==> src/design/rad_pkg.sv <==
`timescale 1ns / 1ps
// ----------------------------------------------------------------------------
// rad_pkg
// Shared widths, constants, types and helpers for the radix-to-ASCII digit
// converter.
// ----------------------------------------------------------------------------
package rad_pkg;

	// digit store depth and the widths that follow from it
	localparam int MAX_DIGITS = 32;
	localparam int CNT_W      = $clog2(MAX_DIGITS + 1);
	localparam int ADDR_W     = $clog2(MAX_DIGITS);

	// field widths
	localparam int VALUE_W = 32;
	localparam int QUOT_W  = 31;
	localparam int BASE_W  = 6;
	localparam int DIGIT_W = 6;
	localparam int CHAR_W  = 7;
	localparam int WRAP_W  = 8;
	localparam int LEN_W   = $clog2(QUOT_W + 1);
	localparam int LOG_W   = $clog2(BASE_W);

	// character mapping
	localparam logic [CHAR_W-1:0]  ZERO_CHAR     = 7'd48;
	localparam logic [CHAR_W-1:0]  LETTER_OFFSET = 7'd55;
	localparam logic [DIGIT_W-1:0] LAST_DECIMAL  = 6'd9;
	localparam logic [BASE_W-1:0]  MIN_BASE      = 6'd2;

	// request into the shared divider
	typedef struct packed {
		logic              start;
		logic [QUOT_W-1:0] dividend;
		logic [LEN_W-1:0]  len;      // significant dividend bits, 1..31
		logic [BASE_W-1:0] divisor;
	} div_req_t;

	// answer from the shared divider
	typedef struct packed {
		logic               done;
		logic [QUOT_W-1:0]  quotient;
		logic [DIGIT_W-1:0] remainder;
	} div_rsp_t;

	// digit value to ASCII: decimals from '0', the rest from 'A'
	function automatic logic [CHAR_W-1:0] digit_to_ascii(input logic [DIGIT_W-1:0] d);
		logic [CHAR_W-1:0] ext;
		ext = {{(CHAR_W - DIGIT_W){1'b0}}, d};
		if (d <= LAST_DECIMAL) begin
			return ZERO_CHAR + ext;
		end
		return LETTER_OFFSET + ext;
	endfunction

	// floor(log2) of the base: bits the quotient loses per division at least
	function automatic logic [LOG_W-1:0] base_log2(input logic [BASE_W-1:0] b);
		logic [LOG_W-1:0] r;
		r = '0;
		for (int i = 1; i < BASE_W; i++) begin
			if (b[i]) begin
				r = LOG_W'(i);
			end
		end
		return r;
	endfunction

endpackage

==> src/design/rad_in_if.sv <==
`timescale 1ns / 1ps
// ----------------------------------------------------------------------------
// rad_in_if
// Number channel: one signed value and its radix per beat.
// ----------------------------------------------------------------------------
interface rad_in_if;
	logic                               valid;
	logic                               ready;
	logic signed [rad_pkg::VALUE_W-1:0] value;
	logic        [rad_pkg::BASE_W-1:0]  base;

	modport source (output valid, output value, output base, input ready);
	modport sink   (input valid, input value, input base, output ready);
endinterface

==> src/design/rad_out_if.sv <==
`timescale 1ns / 1ps
// ----------------------------------------------------------------------------
// rad_out_if
// Digit channel: one ASCII digit per beat, with a flag on the final one.
// ----------------------------------------------------------------------------
interface rad_out_if;
	logic                        valid;
	logic                        ready;
	logic [rad_pkg::CHAR_W-1:0]  digit_char;
	logic                        last;

	modport source (output valid, output digit_char, output last, input ready);
	modport sink   (input valid, input digit_char, input last, output ready);
endinterface

==> src/design/rad_ram.sv <==
`timescale 1ns / 1ps
// ----------------------------------------------------------------------------
// rad_ram
// Generic single-write, single-read RAM with a registered read port.
// ----------------------------------------------------------------------------
module rad_ram #(
	parameter int WIDTH = 8,
	parameter int DEPTH = 32
) (
	input  logic                     clk,
	input  logic                     we,
	input  logic [$clog2(DEPTH)-1:0] waddr,
	input  logic [WIDTH-1:0]         wdata,
	input  logic [$clog2(DEPTH)-1:0] raddr,
	output logic [WIDTH-1:0]         rdata
);

	logic [WIDTH-1:0] mem_q [DEPTH];

	// write port
	always_ff @(posedge clk) begin
		if (we) begin
			mem_q[waddr] <= wdata;
		end
	end

	// registered read
	always_ff @(posedge clk) begin
		rdata <= mem_q[raddr];
	end

endmodule

==> src/design/rad_div.sv <==
`timescale 1ns / 1ps
// ----------------------------------------------------------------------------
// rad_div
// Bit-serial restoring divider: one quotient bit per cycle, starting at the
// top significant bit of the dividend given by the request length.
// ----------------------------------------------------------------------------
module rad_div (
	input  logic              clk,
	input  logic              arst_n,
	input  rad_pkg::div_req_t req,
	output rad_pkg::div_rsp_t rsp
);

	logic                           busy_q;
	logic                           done_q;
	logic [rad_pkg::QUOT_W-1:0]     dvd_q;
	logic [rad_pkg::BASE_W-1:0]     dsr_q;
	logic [rad_pkg::DIGIT_W-1:0]    rem_q;
	logic [rad_pkg::QUOT_W-1:0]     quo_q;
	logic [rad_pkg::LEN_W-1:0]      idx_q;

	logic [rad_pkg::DIGIT_W:0]      trial;
	logic [rad_pkg::DIGIT_W:0]      diff;
	logic                           fits;

	// trial subtract of the divisor from the partial remainder
	always_comb begin
		trial = {rem_q, dvd_q[idx_q]};
		diff  = trial - {1'b0, dsr_q};
		fits  = trial >= {1'b0, dsr_q};
	end

	// iteration
	always_ff @(posedge clk or negedge arst_n) begin
		if (!arst_n) begin
			busy_q <= 1'b0;
			done_q <= 1'b0;
			dvd_q  <= '0;
			dsr_q  <= '0;
			rem_q  <= '0;
			quo_q  <= '0;
			idx_q  <= '0;
		end else if (req.start) begin
			busy_q <= 1'b1;
			done_q <= 1'b0;
			dvd_q  <= req.dividend;
			dsr_q  <= req.divisor;
			rem_q  <= '0;
			quo_q  <= '0;
			idx_q  <= req.len - rad_pkg::LEN_W'(1);
		end else if (busy_q) begin
			rem_q        <= fits ? diff[rad_pkg::DIGIT_W-1:0] : trial[rad_pkg::DIGIT_W-1:0];
			quo_q[idx_q] <= fits;
			if (idx_q == '0) begin
				busy_q <= 1'b0;
				done_q <= 1'b1;
			end else begin
				idx_q <= idx_q - rad_pkg::LEN_W'(1);
			end
		end else begin
			done_q <= 1'b0;
		end
	end

	assign rsp.done      = done_q;
	assign rsp.quotient  = quo_q;
	assign rsp.remainder = rem_q;

endmodule

==> src/design/radix_to_ascii_digits.sv <==
`timescale 1ns / 1ps
// ----------------------------------------------------------------------------
// radix_to_ascii_digits
// Converts one integer to ASCII digits in a radix from 2 to 63; above 36 the digits run on past 'Z'.
//
// Usage:
//  - num beats carry a signed value and a base. A negative value is wrapped
//    to its low 8 bits; a base below 2 is taken as 2.
//  - digit beats carry one ASCII character each, most significant first,
//    with last set on the final one. Zero gives a single '0'.
//  - num.ready is high only while the block holds no number.
// Operation:
//  - Each digit costs one pass of the bit-serial divider over len bits,
//    where len starts at 31 and drops by floor(log2 base) per digit.
//  - The digits are then read back from the digit store in reverse order
//    and sent one at a time, each through a read, a wait and a send state.
// Reset clears the sequencer, the digit count and the output valid; the
// digit store keeps no reset. A stalled receiver holds the current digit
// beat steady and the block waits; nothing is lost.
// ----------------------------------------------------------------------------
module radix_to_ascii_digits (
	input  logic       clk,
	input  logic       arst_n,
	rad_in_if.sink     num,
	rad_out_if.source  digit
);

	// sequencer states
	localparam logic [2:0] ST_IDLE = 3'd0;
	localparam logic [2:0] ST_DIV  = 3'd1;
	localparam logic [2:0] ST_RD   = 3'd2;
	localparam logic [2:0] ST_WAIT = 3'd3;
	localparam logic [2:0] ST_OUT  = 3'd4;

	logic [2:0]                     state_q;
	logic [rad_pkg::QUOT_W-1:0]     quo_q;
	logic [rad_pkg::BASE_W-1:0]     base_q;
	logic [rad_pkg::LOG_W-1:0]      k_q;
	logic [rad_pkg::LEN_W-1:0]      len_q;
	logic [rad_pkg::CNT_W-1:0]      cnt_q;
	logic                           start_q;
	logic                           out_valid_q;
	logic [rad_pkg::CHAR_W-1:0]     char_q;
	logic                           last_q;

	logic [rad_pkg::QUOT_W-1:0]     wrapped;
	logic [rad_pkg::BASE_W-1:0]     base_eff;
	logic                           room;
	logic [rad_pkg::LEN_W-1:0]      k_ext;
	logic [rad_pkg::LEN_W-1:0]      len_next;

	rad_pkg::div_req_t              req;
	rad_pkg::div_rsp_t              rsp;

	logic                           ram_we;
	logic [rad_pkg::ADDR_W-1:0]     ram_waddr;
	logic [rad_pkg::ADDR_W-1:0]     ram_raddr;
	logic [rad_pkg::DIGIT_W-1:0]    ram_rdata;

	// input conditioning: 8-bit wrap of negatives, base floor of 2
	always_comb begin
		if (num.value[rad_pkg::VALUE_W-1]) begin
			wrapped = {{(rad_pkg::QUOT_W - rad_pkg::WRAP_W){1'b0}},
			           num.value[rad_pkg::WRAP_W-1:0]};
		end else begin
			wrapped = num.value[rad_pkg::QUOT_W-1:0];
		end
		base_eff = (num.base < rad_pkg::MIN_BASE) ? rad_pkg::MIN_BASE : num.base;
	end

	// shrinking bound on quotient length, never below one bit
	always_comb begin
		k_ext    = rad_pkg::LEN_W'(k_q);
		len_next = (len_q > k_ext) ? (len_q - k_ext) : rad_pkg::LEN_W'(1);
		room     = cnt_q < rad_pkg::CNT_W'(rad_pkg::MAX_DIGITS);
	end

	// divider request
	assign req.start    = start_q;
	assign req.dividend = quo_q;
	assign req.len      = len_q;
	assign req.divisor  = base_q;

	rad_div u_div (
		.clk    (clk),
		.arst_n (arst_n),
		.req    (req),
		.rsp    (rsp)
	);

	// digit store: push remainders, pop in reverse
	assign ram_we    = (state_q == ST_DIV) && rsp.done && room;
	assign ram_waddr = cnt_q[rad_pkg::ADDR_W-1:0];
	assign ram_raddr = rad_pkg::ADDR_W'(cnt_q - rad_pkg::CNT_W'(1));

	rad_ram #(
		.WIDTH (rad_pkg::DIGIT_W),
		.DEPTH (rad_pkg::MAX_DIGITS)
	) u_store (
		.clk   (clk),
		.we    (ram_we),
		.waddr (ram_waddr),
		.wdata (rsp.remainder),
		.raddr (ram_raddr),
		.rdata (ram_rdata)
	);

	// sequencer
	always_ff @(posedge clk or negedge arst_n) begin
		if (!arst_n) begin
			state_q     <= ST_IDLE;
			quo_q       <= '0;
			base_q      <= '0;
			k_q         <= '0;
			len_q       <= '0;
			cnt_q       <= '0;
			start_q     <= 1'b0;
			out_valid_q <= 1'b0;
			char_q      <= '0;
			last_q      <= 1'b0;
		end else begin
			start_q <= 1'b0;
			unique case (state_q)
				ST_IDLE: begin
					if (num.valid) begin
						quo_q   <= wrapped;
						base_q  <= base_eff;
						k_q     <= rad_pkg::base_log2(base_eff);
						len_q   <= rad_pkg::LEN_W'(rad_pkg::QUOT_W);
						cnt_q   <= '0;
						start_q <= 1'b1;
						state_q <= ST_DIV;
					end
				end
				ST_DIV: begin
					if (rsp.done) begin
						if (room) begin
							cnt_q <= cnt_q + rad_pkg::CNT_W'(1);
						end
						if (rsp.quotient == '0) begin
							state_q <= ST_RD;
						end else begin
							quo_q   <= rsp.quotient;
							len_q   <= len_next;
							start_q <= 1'b1;
						end
					end
				end
				ST_RD: begin
					cnt_q   <= cnt_q - rad_pkg::CNT_W'(1);
					state_q <= ST_WAIT;
				end
				ST_WAIT: begin
					char_q      <= rad_pkg::digit_to_ascii(ram_rdata);
					last_q      <= (cnt_q == '0);
					out_valid_q <= 1'b1;
					state_q     <= ST_OUT;
				end
				ST_OUT: begin
					if (digit.ready) begin
						out_valid_q <= 1'b0;
						state_q     <= (cnt_q == '0) ? ST_IDLE : ST_RD;
					end
				end
				default: begin
					state_q <= ST_IDLE;
				end
			endcase
		end
	end

	assign num.ready        = (state_q == ST_IDLE);
	assign digit.valid      = out_valid_q;
	assign digit.digit_char = char_q;
	assign digit.last       = last_q;

	// checks
	a_valid_in_out: assert property (@(posedge clk) disable iff (!arst_n)
		digit.valid |-> state_q == ST_OUT)
		else $error("digit beat offered outside the send state");

	a_cnt_bound: assert property (@(posedge clk) disable iff (!arst_n)
		cnt_q <= rad_pkg::CNT_W'(rad_pkg::MAX_DIGITS))
		else $error("digit count beyond store depth");

	a_last_empty: assert property (@(posedge clk) disable iff (!arst_n)
		digit.valid && digit.last |-> cnt_q == '0)
		else $error("last flag with digits still stored");

	a_done_in_div: assert property (@(posedge clk) disable iff (!arst_n)
		rsp.done |-> state_q == ST_DIV)
		else $error("divider finished outside the divide state");

	a_restart: assert property (@(posedge clk) disable iff (!arst_n)
		start_q |-> $past(state_q) == ST_IDLE || $past(rsp.done))
		else $error("divider started without a finished step");

endmodule

==> src/flat_wrapper.sv <==
// flat-port wrapper written by rule: the top's interface ports become plain ports
module radix_to_ascii_digits_flat 
  (clk, arst_n, num_valid, num_value, num_base, num_ready, digit_valid, digit_digit_char, digit_last, digit_ready);
  rad_in_if num_i ();
  rad_out_if digit_i ();
  input  logic clk;
  input  logic arst_n;
  input wire logic [$bits(num_i.valid)-1:0] num_valid;
  input wire logic [$bits(num_i.value)-1:0] num_value;
  input wire logic [$bits(num_i.base)-1:0] num_base;
  output wire logic [$bits(num_i.ready)-1:0] num_ready;
  output wire logic [$bits(digit_i.valid)-1:0] digit_valid;
  output wire logic [$bits(digit_i.digit_char)-1:0] digit_digit_char;
  output wire logic [$bits(digit_i.last)-1:0] digit_last;
  input wire logic [$bits(digit_i.ready)-1:0] digit_ready;
  assign num_i.valid = num_valid;
  assign num_i.value = num_value;
  assign num_i.base = num_base;
  assign num_ready = num_i.ready;
  assign digit_valid = digit_i.valid;
  assign digit_digit_char = digit_i.digit_char;
  assign digit_last = digit_i.last;
  assign digit_i.ready = digit_ready;
  radix_to_ascii_digits u_core (.clk(clk), .arst_n(arst_n), .num(num_i), .digit(digit_i));
endmodule
==> config.mk <==
export PLATFORM = sky130hd
export DESIGN_NAME = radix_to_ascii_digits_flat
export DESIGN_NICKNAME = d
export VERILOG_FILES = /design/src/design/rad_pkg.sv /design/src/design/rad_in_if.sv /design/src/design/rad_out_if.sv /design/src/design/rad_ram.sv /design/src/design/rad_div.sv /design/src/design/radix_to_ascii_digits.sv /design/src/flat_wrapper.sv
export SDC_FILE = /design/constraint.sdc
export NUM_CORES = 1
export LEC_CHECK = 0
export ABC_AREA = 1
export ABC_CLOCK_PERIOD_IN_PS = 7400
export BUFFER_PORTS_ARGS = -buffer_cell sky130_fd_sc_hd__buf_2
export CAP_MARGIN = 20
export CORE_AREA = 2 2 327 167
export CTS_BUF_LIST = sky130_fd_sc_hd__clkbuf_4
export CTS_CLUSTER_SIZE = 12
export DETAILED_ROUTE_END_ITERATION = 16
export DIE_AREA = 0 0 329 169
export MAX_ROUTING_LAYER = met4
export PLACE_DENSITY_LB_ADDON = 0.05
export SETUP_SLACK_MARGIN = 0.15
export SYNTH_ARGS = -nofsm -noshare
export SYNTH_HDL_FRONTEND = slang
export SYNTH_SLANG_ARGS = --single-unit
==> constraint.sdc <==
create_clock -name clk -period 7.4 [get_ports clk]
set_input_delay 0.74 -clock clk [delete_from_list [all_inputs] [get_ports clk]]
set_output_delay 0.74 -clock clk [all_outputs]
set_load 0.1 [all_outputs]
# Word level (Yosys, flattened, before mapping)
# Memory sizes are Yosys's and may differ from the RTL's. A register that Yosys moved wholly into a read port is not among the register bits.
# Cells that the tools add are included.
[totals]
ff_bits = 145
ramBits = 192
memories = 1
[classes]
add_sub_neg = 8
n_lt_le_gt_ge = 7
n_eq_ne = 12
muxes = 57
n_reduce_logical = 17
[mem_list]
columns = ["name", "words", "width", "rd", "rd_ports_with_merged_regs", "wr", "line", "rtl"]
rows = [
  ["u_core.u_store.mem_q", 32, 6, 1, 1, 1, "rad_ram.sv:18", "logic [WIDTH-1:0] mem_q [DEPTH];"],
]
[ops]
columns = ["cell", "count"]
rows = [
  ["$mux W31", 6],
  ["$pmux W31 S2", 1],
  ["$mux W6", 7],
  ["$mux W5", 7],
  ["$bwmux W31", 1],
  ["$logic_not A31 Y1", 1],
  ["$mux W3", 6],
  ["$pmux W6 S3", 1],
  ["$mux W1", 17],
  ["$pmux W3 S5", 1],
  ["$add A6 B6 Y7 const A", 2],
  ["$mux W7", 2],
  ["$reduce_and A4 Y1", 3],
  ["$ne A2 B2 Y1 const B", 5],
  ["$pmux W5 S2", 1],
  ["$sub A5 B1 Y5 const B", 2],
  ["$ge A7 B6 Y1", 1],
  ["$add A6 B1 Y6 const B", 1],
  ["$eq A3 B2 Y1 const B", 2],
  ["$le A6 B4 Y1 const B", 1],
  ["$logic_not A6 Y1", 1],
  ["$lt A5 B6 Y1 const B", 1],
  ["$lt A6 B2 Y1 const B", 1],
  ["$lt A6 B6 Y1 const B", 1],
  ["other kinds (19)", 29],
]

# Longest topological paths before layout
# Gate-level depths: netlist (run 1).
[depth]
depth_word = 7
mapped_depth = 20
depth_no_buf = 18

# By module
# A second synthesis (run 1) with hierarchy kept.
[hier_totals]
hier_cells = 1772
hier_area_um2 = 15990.3
[by_module_without_submodules]
columns = ["module", "instances", "cells_per_inst", "area_per_inst_um2", "seq_area_each_um2"]
rows = [
  ["rad_ram", 1, 704, 8077.7, 5885.6],
  ["rad_div", 1, 514, 4035.1, 2026.9],
  ["radix_to_ascii_digits", 1, 554, 3877.5, 1601.5],
]

# Least setup slack after synthesis (run 1)
# Ideal clock, no wire load.
[synth_timing]
kind = "register to output"
from = "register u_core.state_q[2]"
to = "output port num_ready"
t_arrival_ns = 1.835
path_slack_ns = 4.825
stages_incl_launch_ff = 4
n_path_buf = 0
path_cell_list = "dfrtp_1 > inv_2 > nand2_2 > nor2_1"
[synth_via]
elab_chain_cells = 1
[synth_lines]
columns = ["item", "line", "rtl"]
rows = [
  ["start, declared", "radix_to_ascii_digits.sv:35", "logic [2:0] state_q;"],
  ["start signal, assigned", "radix_to_ascii_digits.sv:162", "state_q <= (cnt_q == '0) ? ST_IDLE : ST_RD;"],
  ["$logic_not A3 Y1", "radix_to_ascii_digits.sv:172", "assign num.ready = (state_q == ST_IDLE);"],
  ["end, declared", "flat_wrapper.sv:11", "output wire logic [$bits(num_i.ready)-1:0] num_ready;"],
]
# Every way passes these cells.

# Worst setup path in the final report (run 1)
[layout_timing]
from = "register u_core.u_div.idx_q[1] (netlist bit)"
to = "register u_core.u_div.quo_q[10] (netlist bit)"
[layout_via]
elab_chain_cells = 7
[layout_lines]
columns = ["item", "line", "rtl"]
rows = [
  ["start, declared", "rad_div.sv:20", "logic [rad_pkg::LEN_W-1:0] idx_q;"],
  ["start signal, assigned", "rad_div.sv:50", "idx_q <= req.len - rad_pkg::LEN_W'(1);"],
  ["start signal, assigned", "rad_div.sv:58", "idx_q <= idx_q - rad_pkg::LEN_W'(1);"],
  ["parallel branches: the longest is 4 deep, another holds $ge A7 B6 Y1", "-", ""],
  ["$bwmux W31 (*)", "rad_div.sv:53", "quo_q[idx_q] <= fits;"],
  ["$mux W31 (*)", "rad_div.sv:51", "end else if (busy_q) begin"],
  ["$mux W31 (*)", "rad_div.sv:43", "end else if (req.start) begin"],
  ["end signal, assigned by index", "rad_div.sv:53", ""],
  ["end, declared", "rad_div.sv:19", "logic [rad_pkg::QUOT_W-1:0] quo_q;"],
]
# Every way passes the cells marked *. The select of a mux whose other input is x is not followed.
# A chain may end at the register's enable or synchronous reset.

==> results of run 1 <==
## per-layer routing
| layer | global-route usage, % | vias up | part of all wire, % |
|---|---|---|---|
| met5 | - | - | 0 |
| met4 | 4.37 | 0 | 1.4 |
| met2 | 21.0 | 376 | 33 |
| met1 | 34.4 | 5989 | 58 |
| li1 | - | 5804 | - |
| met3 | 4.42 | 71 | 7.1 |
## worst max-delay path: cells and delay by family (launching register included)
kind | cells | cell delay [ns]
adder cells (fa/ha/maj) | 1 | 0.27
buffers and inverters | 2 | 0.65
AO/OA/AOI/OAI | 1 | 0.13
flip-flops | 1 | 0.85
AND/OR/NAND/NOR | 12 | 2.01
## cell type report
cell class | instances | area (um^2)
fill | 5514 | 35200
sequential | 343 | 9520
multi-input combinational | 1116 | 5350
clock buffer | 143 | 1070
tap | 713 | 892
timing repair buffer | 73 | 449
inverter | 106 | 398
clock inverter | 14 | 86.3
antenna | 2 | 5.00
## kinds of logic after synthesis
| kind of cell | after synthesis | synth area share (%) |
|---|---|---|
| AO/OA/AOI/OAI | 322 | 11.6 |
| XOR/XNOR | 12 | 0.887 |
| adder cells (fa/ha/maj) | 21 | 1.77 |
| buffers and inverters | 191 | 5.12 |
| flip-flops | 343 | 60.7 |
| AND/OR/NAND/NOR | 761 | 19.9 |
## final timing paths
path | startpoint | to | slack, ns | cells past startpoint
max | u_core.u_div.idx_q[1] | u_core.u_div.quo_q[10] | 3.33 | 16
min | num_base[3] | u_core.base_q[3] | 0.22 | 3
max reg2reg | u_core.u_div.idx_q[1] | u_core.u_div.quo_q[10] | 3.33 | 16
min reg2reg | u_core.quo_q[27] | u_core.u_div.dvd_q[27] | 0.46 | 2
max in group asynchronous | arst_n | u_core.start_q | 5.34 | 3
min in group asynchronous | arst_n | u_core.quo_q[17] | 0.55 | 2
## cells in the final DEF (no fill, tap or decap), types with 6 or more instances in the layout
| cell type | synthesis | routed |
|---|---|---|
| sky130_fd_sc_hd__nand2_1 | 398 | 398 |
| sky130_fd_sc_hd__inv_1 | 92 | 92 |
| sky130_fd_sc_hd__dfrtp_1 | 145 | 143 |
| sky130_fd_sc_hd__ha_1 | 19 | 18 |
| sky130_fd_sc_hd__xor2_1 | 6 | 6 |
| sky130_fd_sc_hd__clkinv_1 | 1 | 10 |
| sky130_fd_sc_hd__inv_2 | 13 | 15 |
| sky130_fd_sc_hd__dfxtp_1 | 6 | 6 |
| sky130_fd_sc_hd__nand3_1 | 112 | 112 |
| sky130_fd_sc_hd__o21ai_0 | 199 | 199 |
| sky130_fd_sc_hd__o21ai_1 | 10 | 10 |
| sky130_fd_sc_hd__o211ai_1 | 52 | 52 |
| sky130_fd_sc_hd__a21oi_1 | 20 | 20 |
| sky130_fd_sc_hd__o22ai_1 | 30 | 30 |
| sky130_fd_sc_hd__clkbuf_4 | 0 | 144 |
| sky130_fd_sc_hd__nor2_1 | 211 | 211 |
| sky130_fd_sc_hd__nand4_1 | 10 | 10 |
| sky130_fd_sc_hd__buf_4 | 6 | 19 |
| sky130_fd_sc_hd__nor3_1 | 11 | 11 |
| sky130_fd_sc_hd__edfxtp_1 | 192 | 192 |
| sky130_fd_sc_hd__buf_2 | 43 | 50 |
## metrics by stage
| step | utilization, % | hold slack [ns] |
|---|---|---|
| after floorplan | - | 0.442 |
| after global placement | 31.3 | 0.454 |
| after detailed placement | 31.3 | 0.458 |
| after CTS | 33.5 | 0.120 |
| after global routing | 33.6 | 0.166 |
| final | 33.6 | 0.220 |
## sequential cells by signal, summed over array words and instances (netlist names), 3 cells and up
| name | count |
|---|---|
| u_core.u_div.dvd_q | 31 |
| u_core.quo_q | 31 |
| u_core.digit.digit_char | 7 |
| u_core.u_div.idx_q | 5 |
| u_core.u_div.quo_q | 31 |
| u_core.u_store.mem_q | 192 |
| u_core.state_q | 3 |
| u_core.u_store.rdata | 6 |
| u_core.u_div.dsr_q | 6 |
| u_core.u_div.rem_q | 6 |
| u_core.base_q | 6 |
| u_core.len_q | 5 |
| u_core.k_q | 3 |
| u_core.cnt_q | 6 |
## report_power, final
group	leakage, nW	total [mW]	internal [mW]	switching (mW)
combinational	2.97	3.73	1.02	2.71
sequential	3.67	2.84	2.52	0.318
clock	0.695	1.73	0.903	0.831
total	7.34	8.30	4.44	3.86
==> impl_summary.log, run 1 <==
[metrics] combined global-route utilization of all metal layers: 19.8%
[metrics] CP dominant cell by count: sky130_fd_sc_hd__nand2_1
[metrics] post-route antenna net violation count: 0
[metrics] delay of the slowest critical-path stage: between 0.8 and 0.9 ns
[metrics] post-synthesis sequential element count: roughly 340
[metrics] Yosys top cell by area: sky130_fd_sc_hd__edfxtp_1
[metrics] Via Count: ~12000
[metrics] CTS H-tree depth: 3
[metrics] Hold/Removal Path Class: input pin to flop
[metrics] power density of the placed cells: approximately 470 nW/um^2
[metrics] Buffers on Ports: 51
[metrics] post-route minimum period: slightly above 4 ns
[metrics] final net count: ~1800
[metrics] weighted congestion at the end of routability-driven global placement: 0.835
[metrics] die extent in y: 169 um
[metrics] area fraction of the dominant cell type after synthesis: ~37%
[metrics] top fanout value on the critical path: 31
[metrics] vias per cell: 4.88
[metrics] count of cells resized by post-cts repair: 0
[metrics] setup repair bufs after CTS: 0
[metrics] number of cells in the finished layout apart from fillers: 2510
[metrics] Top-Level Pins: 52
[metrics] pre-CTS WS: 3.09 ns
[metrics] arrival time of data at the critical path endpoint: roughly 4.7 ns
[metrics] Crit Path Category: flop to flop
[metrics] most instantiated flip-flop cell in the synthesis netlist: sky130_fd_sc_hd__edfxtp_1
[metrics] via count of the first global-routing pass: around 12000
[metrics] post-route total power: approximately 8.3 mW
[metrics] total of warnings raised by yosys: 0
[metrics] area of the core: 52900 um^2
[metrics] max cap viols: 0
[metrics] maximum clock frequency: between 200 and 250 MHz
[metrics] IR drop worst, VDD: roughly 0.24 mV
[metrics] die footprint: 55600 um^2
[metrics] detailed-route wire length per cell: between 20 and 25 um
[metrics] clock tree root driver cell: sky130_fd_sc_hd__clkbuf_4
[metrics] starting density of the core: just under 30%
[metrics] slew at the pin closest to its max-slew limit: ~1.1 ns
[metrics] commonest cells in the synthesized netlist: sky130_fd_sc_hd__nand2_1, sky130_fd_sc_hd__nor2_1, sky130_fd_sc_hd__o21ai_0
[metrics] Site Rows: 60
[metrics] most common cell in the netlist: sky130_fd_sc_hd__nand2_1
[metrics] clk slew on worst S/H paths: 0.07 ns
[metrics] cell count after synthesis: ~1700
[metrics] Setup violations, final: 0
[metrics] horizontal die dimension: between 300 and 400 um
[metrics] Worst Setup End Kind: flop
[metrics] final wirelength: between 50000 and 60000 um
[metrics] total non-filler cell area in the finished layout: 17800 um^2
[metrics] portion of the post-synthesis area used by sequential elements: about three fifths
[metrics] drc violations: 0
[metrics] library cells used by synthesis: 48
[metrics] source-to-sink clock delay at the later pin of the worst-skew pair: roughly 0.80 ns
[metrics] Period Utilization, post-route: 55.0%
[metrics] total iterations of the first detailed-routing run: 5
[metrics] sum of negative setup slack: 0 ns
[metrics] number of buffers inserted during clock tree synthesis: 89
[metrics] Critical-path top delay cell: sky130_fd_sc_hd__dfrtp_1
[metrics] fraction of final layout cells sized beyond drive strength 1: 14.3%
[metrics] leakage power of the design: roughly 7.3 nW
[metrics] detailed placer's ending HPWL: ~35000 um
[metrics] Area Overhead vs Synth: 13.5%
[metrics] antenna violations before repair: 3
[metrics] largest buffer count on any clock path: 3
[metrics] number of buffers inserted by hold repair at cts: 1
[metrics] outcome: completed
[metrics] pin count of the biggest net entering global routing: 85
[metrics] post-synthesis average cell area: ~9.5 um^2
[metrics] DRC violation total after the first TritonRoute iteration: 1231
[metrics] max_slew headroom: between 20% and 30%
[metrics] count of final hold-check violations: 0
[metrics] synthesized area: 15700 um^2
[metrics] number of enable flip-flop cells after synthesis: 192
[metrics] grt ovf: 0
[metrics] wire length of the first global-routing pass: just under 80000 um
[metrics] Placed Instance Area: roughly 17000 um^2
[metrics] clock tree from TritonCTS: yes
[metrics] count of pins over their slew limit: 0
[metrics] total clock sinks: around 340
[metrics] Setup Skew: approximately 0.049 ns
[metrics] unrepaired setup endpoints after global routing: false
[metrics] Async SR Flop Fraction: between 40% and 50%
[metrics] crit path cell chain: nor2_1, buf_4, nand2_1, nand3_1, nand2_1, nand2_1, nor2_1, and2_1, ha_1, nand2_1, nor2_1, nand2_1, nand3_1, nand2_1, buf_4, o22ai_1
[metrics] top area cells in the synthesized netlist: sky130_fd_sc_hd__edfxtp_1, sky130_fd_sc_hd__dfrtp_1, sky130_fd_sc_hd__nand2_1, sky130_fd_sc_hd__o21ai_0, sky130_fd_sc_hd__nor2_1
[metrics] placed cell count: ~2300
[metrics] Synth Net Count: ~1700
[metrics] required time at the worst-slack endpoint: 8.06 ns
[metrics] Setup WS post-layout: 3.33 ns
[metrics] Critical Path Source Type: flop
(Power assumes the default switching activity.)
==> run 2, diff against run 1 <==
ABC_AREA = 0   (was 1)
ABC_CLOCK_PERIOD_IN_PS = 4200   (was 7400)
CORE_AREA = 2 2 320 164   (was 2 2 327 167)
DIE_AREA = 0 0 322 166   (was 0 0 329 169)
clock period = 4.2 ns   (was 7.4 ns; I/O delays follow)
==> run 2 against run 1 <==
  * Cell area down 1.0%
  * Fmax grew 10%
  * Highest routed layer unchanged
  * Clock power grew 71%
  * Power increased by 73%
  * Synthesized area fell by 4.1%
  * Worst setup slack worse by 2.8 ns
==> impl_summary.log, run 2 <==
[metrics] clock tree root driver cell: sky130_fd_sc_hd__clkbuf_4
[metrics] Top-Level Pins: 52 (unchanged)
[metrics] Setup Skew: 0.0609 ns (+0.0122 ns)
[metrics] portion of the post-synthesis area used by sequential elements: 63.3% (+2.6 points)
[metrics] antenna violations before repair: 6 (+3)
[metrics] power density of the placed cells: 815 nW/um^2 (+74%)
[metrics] vias per cell: 4.84 (-0.73%)
[metrics] area of the core: 50900 um^2 (-3.8%)
[metrics] post-layout util: 34.5% (+0.96 points)
[metrics] leakage power of the design: 6.51 nW (-11%)
[metrics] Critical Path Source Type: flop
[metrics] Yosys top cell by area: sky130_fd_sc_hd__edfxtp_1
[metrics] top fanout value on the critical path: 15 (-52%)
[metrics] Async SR Flop Fraction: 42.3% (unchanged)
[metrics] post-route total power: 14.3 mW (+73%)
[metrics] commonest cells after routing, fill and taps aside: sky130_fd_sc_hd__edfxtp_1, sky130_fd_sc_hd__dfrtp_1, sky130_fd_sc_hd__clkbuf_4
[metrics] top area cells in the synthesized netlist: sky130_fd_sc_hd__edfxtp_1, sky130_fd_sc_hd__dfrtp_1, sky130_fd_sc_hd__mux4_2, sky130_fd_sc_hd__mux2_2, sky130_fd_sc_hd__nor2_1
[metrics] pin count of the biggest net entering global routing: 79 (-7.1%)
[metrics] Site Rows: 59 (-1.7%)
[metrics] number of cells in the finished layout apart from fillers: 1998 (-20%)
[metrics] horizontal die dimension: 322 um (-2.1%)
[metrics] detailed placer's ending HPWL: 30500 um (-12%)
[metrics] via count of the first global-routing pass: 9508 (-19%)
[metrics] Setup violations, final: 0 (unchanged)
[metrics] Synth Net Count: 1178 (-31%)
[metrics] Hold/Removal Path Class: input pin to flop
[metrics] count of pins over their slew limit: 0 (unchanged)
[metrics] total clock sinks: 343 (unchanged)
[metrics] pre-CTS WS: 0.412 ns (-2.67 ns)
[metrics] CTS H-tree depth: 3 (unchanged)
[metrics] post-route minimum period: 3.70 ns (-0.374 ns)
[metrics] die footprint: 53500 um^2 (-3.9%)
[metrics] Worst Setup End Kind: flop
[metrics] arrival time of data at the critical path endpoint: 4.36 ns (-0.37 ns)
[metrics] fraction of final layout cells sized beyond drive strength 1: 26.2% (+12 points)
[metrics] slew at the pin closest to its max-slew limit: 1.03 ns (-0.0726 ns)
[metrics] placed cell count: 1816 (-23%)
[metrics] synthesized area: 15000 um^2 (-4.1%)
[metrics] weighted congestion at the end of routability-driven global placement: 0.755 (-9.5%)
[metrics] max cap viols: 0 (unchanged)
[metrics] Critical R2R Launch: u_core.u_div.idx_q[2]
[metrics] startpoint of the worst setup timing path: u_core.u_div.idx_q[2]
[metrics] flip-flop count of the largest register, all copies and words added: 192 (unchanged)
[metrics] total iterations of the first detailed-routing run: 5 (unchanged)
[metrics] unrepaired setup endpoints after global routing: false
[metrics] post-synthesis average cell area: 13.5 um^2 (+42%)
[metrics] final wirelength: 44100 um (-16%)
[metrics] Buffers on Ports: 51 (unchanged)
[metrics] maximum clock frequency: 271 MHz (+10%)
[metrics] hold path startpoint: num_value[30]
[metrics] final net count: 1320 (-26%)
[metrics] detailed-route wire length per cell: 22.1 um (+5.8%)
[metrics] drc violations: 0 (unchanged)
[metrics] most frequent standard cell in the layout excluding fill and tap cells: sky130_fd_sc_hd__edfxtp_1
[metrics] Crit Path Category: flop to flop
[metrics] area fraction of the dominant cell type after synthesis: 38.4% (+1.6 points)
[metrics] IR drop worst, VDD: 0.323 mV (+33%)
[metrics] most common cell in the netlist: sky130_fd_sc_hd__edfxtp_1
[metrics] number of enable flip-flop cells after synthesis: 192 (unchanged)
[metrics] commonest cells in the synthesized netlist: sky130_fd_sc_hd__edfxtp_1, sky130_fd_sc_hd__dfrtp_1, sky130_fd_sc_hd__nor2_1
[metrics] number of buffers inserted during clock tree synthesis: 87 (-2.2%)
[metrics] starting density of the core: 29.5% (-0.097 points)
[metrics] combined global-route utilization of all metal layers: 17.5% (-2.3 points)
[metrics] clk slew on worst S/H paths: 0.07 ns (about the same)
[metrics] Area Overhead vs Synth: 17.1%
[metrics] grt ovf: 0 (unchanged)
[metrics] sum of negative setup slack: 0 ns (unchanged)
[metrics] most instantiated flip-flop cell in the synthesis netlist: sky130_fd_sc_hd__edfxtp_1
[metrics] setup repair bufs after CTS: 0 (unchanged)
[metrics] cell count after synthesis: 1115 (-32%)
[metrics] die extent in y: 166 um (-1.8%)
[metrics] count of final hold-check violations: 0 (unchanged)
[metrics] Setup WS post-layout: 0.505 ns (-2.83 ns)
[metrics] Via Count: 9672 (-21%)
[metrics] Period Utilization, post-route: 88.0% (+33 points)
[metrics] total of warnings raised by yosys: 0 (unchanged)
[metrics] clock tree from TritonCTS: yes
[metrics] post-route antenna net violation count: 0 (unchanged)
[metrics] max_slew headroom: 31.2% (+4.6 points)
[metrics] post-synthesis sequential element count: 343 (unchanged)
[metrics] wire length of the first global-routing pass: 65800 um (-16%)
[metrics] DRC violation total after the first TritonRoute iteration: 918 (-25%)
[metrics] outcome: completed
[metrics] top register by number of flip-flops: u_core.u_store.mem_q
[metrics] largest buffer count on any clock path: 3 (unchanged)
[metrics] source-to-sink clock delay at the later pin of the worst-skew pair: 0.79 ns (about the same)
[metrics] library cells used by synthesis: 56 (+17%)
[metrics] required time at the worst-slack endpoint: 4.87 ns (-3.19 ns)
## run 2: changes by cell type after synthesis, sizes merged, moves of 52 or more
cell and delta:
nor2 -95, nand3 -100, inv -80, a21oi +64, o21ai -141, mux4 +62
o211ai -52, nand2 -328
## run 2: critical path, stage by stage, from the launching register on
cell and delay (ns):
sky130_fd_sc_hd__dfrtp_1 0.60, sky130_fd_sc_hd__or3b_1 0.55, sky130_fd_sc_hd__o22ai_1 0.25, sky130_fd_sc_hd__nor2_1 0.07, sky130_fd_sc_hd__a21oi_1 0.30, sky130_fd_sc_hd__nor4_2 0.12, sky130_fd_sc_hd__ha_1 0.19, sky130_fd_sc_hd__nor2b_1 0.16
sky130_fd_sc_hd__o21bai_1 0.10, sky130_fd_sc_hd__a31oi_1 0.20, sky130_fd_sc_hd__or2_1 0.42, sky130_fd_sc_hd__mux2_1 0.38, sky130_fd_sc_hd__a211oi_1 0.24
## run 2: final timing paths
check	slack (ns)	endpoint	cells past startpoint
max reg2reg	0.50	u_core.u_div.rem_q[1]	12
max	0.50	u_core.u_div.rem_q[1]	12
min in group asynchronous	0.24	u_core.u_div.dvd_q[18]	2
min	0.11	u_core.quo_q[30]	4
min reg2reg	0.47	u_core.digit.digit_char[5]	1
max in group asynchronous	3.01	u_core.u_div.rem_q[2]	3
## run 2: layer usage
metal | share of wire [%] | vias up | global-route usage [%]
met3 | 7.5 | 60 | 5.49
met4 | 1.4 | 0 | 4.12
met1 | 58 | 4836 | 30.1
met2 | 33 | 281 | 17.9
met5 | 0 | - | -
li1 | - | 4495 | -
## run 2: final cells by class
cell class	count	area, um^2
repair buffers	117	827
multi-input cells	683	5170
diodes	7	17.5
clock buffers	130	976
fillers	5098	33300
well taps	671	840
flip-flops and latches	343	9520
clock inverters	22	143
inverters	25	93.8
## run 2: logic make-up after synthesis
| logic type | after synthesis | share of synthesized area [%] |
|---|---|---|
| DFF | 343 | 63.3 |
| and+or+nand+nor | 318 | 10.1 |
| AOI/OAI and AO/OA | 210 | 7.85 |
| muxes | 124 | 13.8 |
| buffers and inverters | 89 | 2.47 |
| adders and majority gates | 21 | 1.85 |
| xor gates and xnor gates | 10 | 0.583 |
## run 2: where the power goes
group | leakage [nW] | internal, mW | total, mW | switching, mW
clock | 0.660 | 1.53 | 2.95 | 1.42
sequential | 3.54 | 4.58 | 5.34 | 0.762
combinational | 2.31 | 2.39 | 6.05 | 3.65
total | 6.51 | 8.50 | 14.3 | 5.84
## run 2: what timing repair did
item                                   CTS  global route
hold buffers                            23             0
setup endpoints to repair                0            33
endpoints found under the hold margin   99             0
gates resized for setup                  0             3
## run 2: metrics by stage
| step | area (um^2) | hold WS, ns |
|---|---|---|
| floorplan | 15000 | 0.124 |
| global placement | 16200 | 0.460 |
| detailed placement | 16200 | 0.465 |
| CTS | 17600 | 0.00360 |
| global route | 17600 | 0.0412 |
| finish | 17600 | 0.114 |
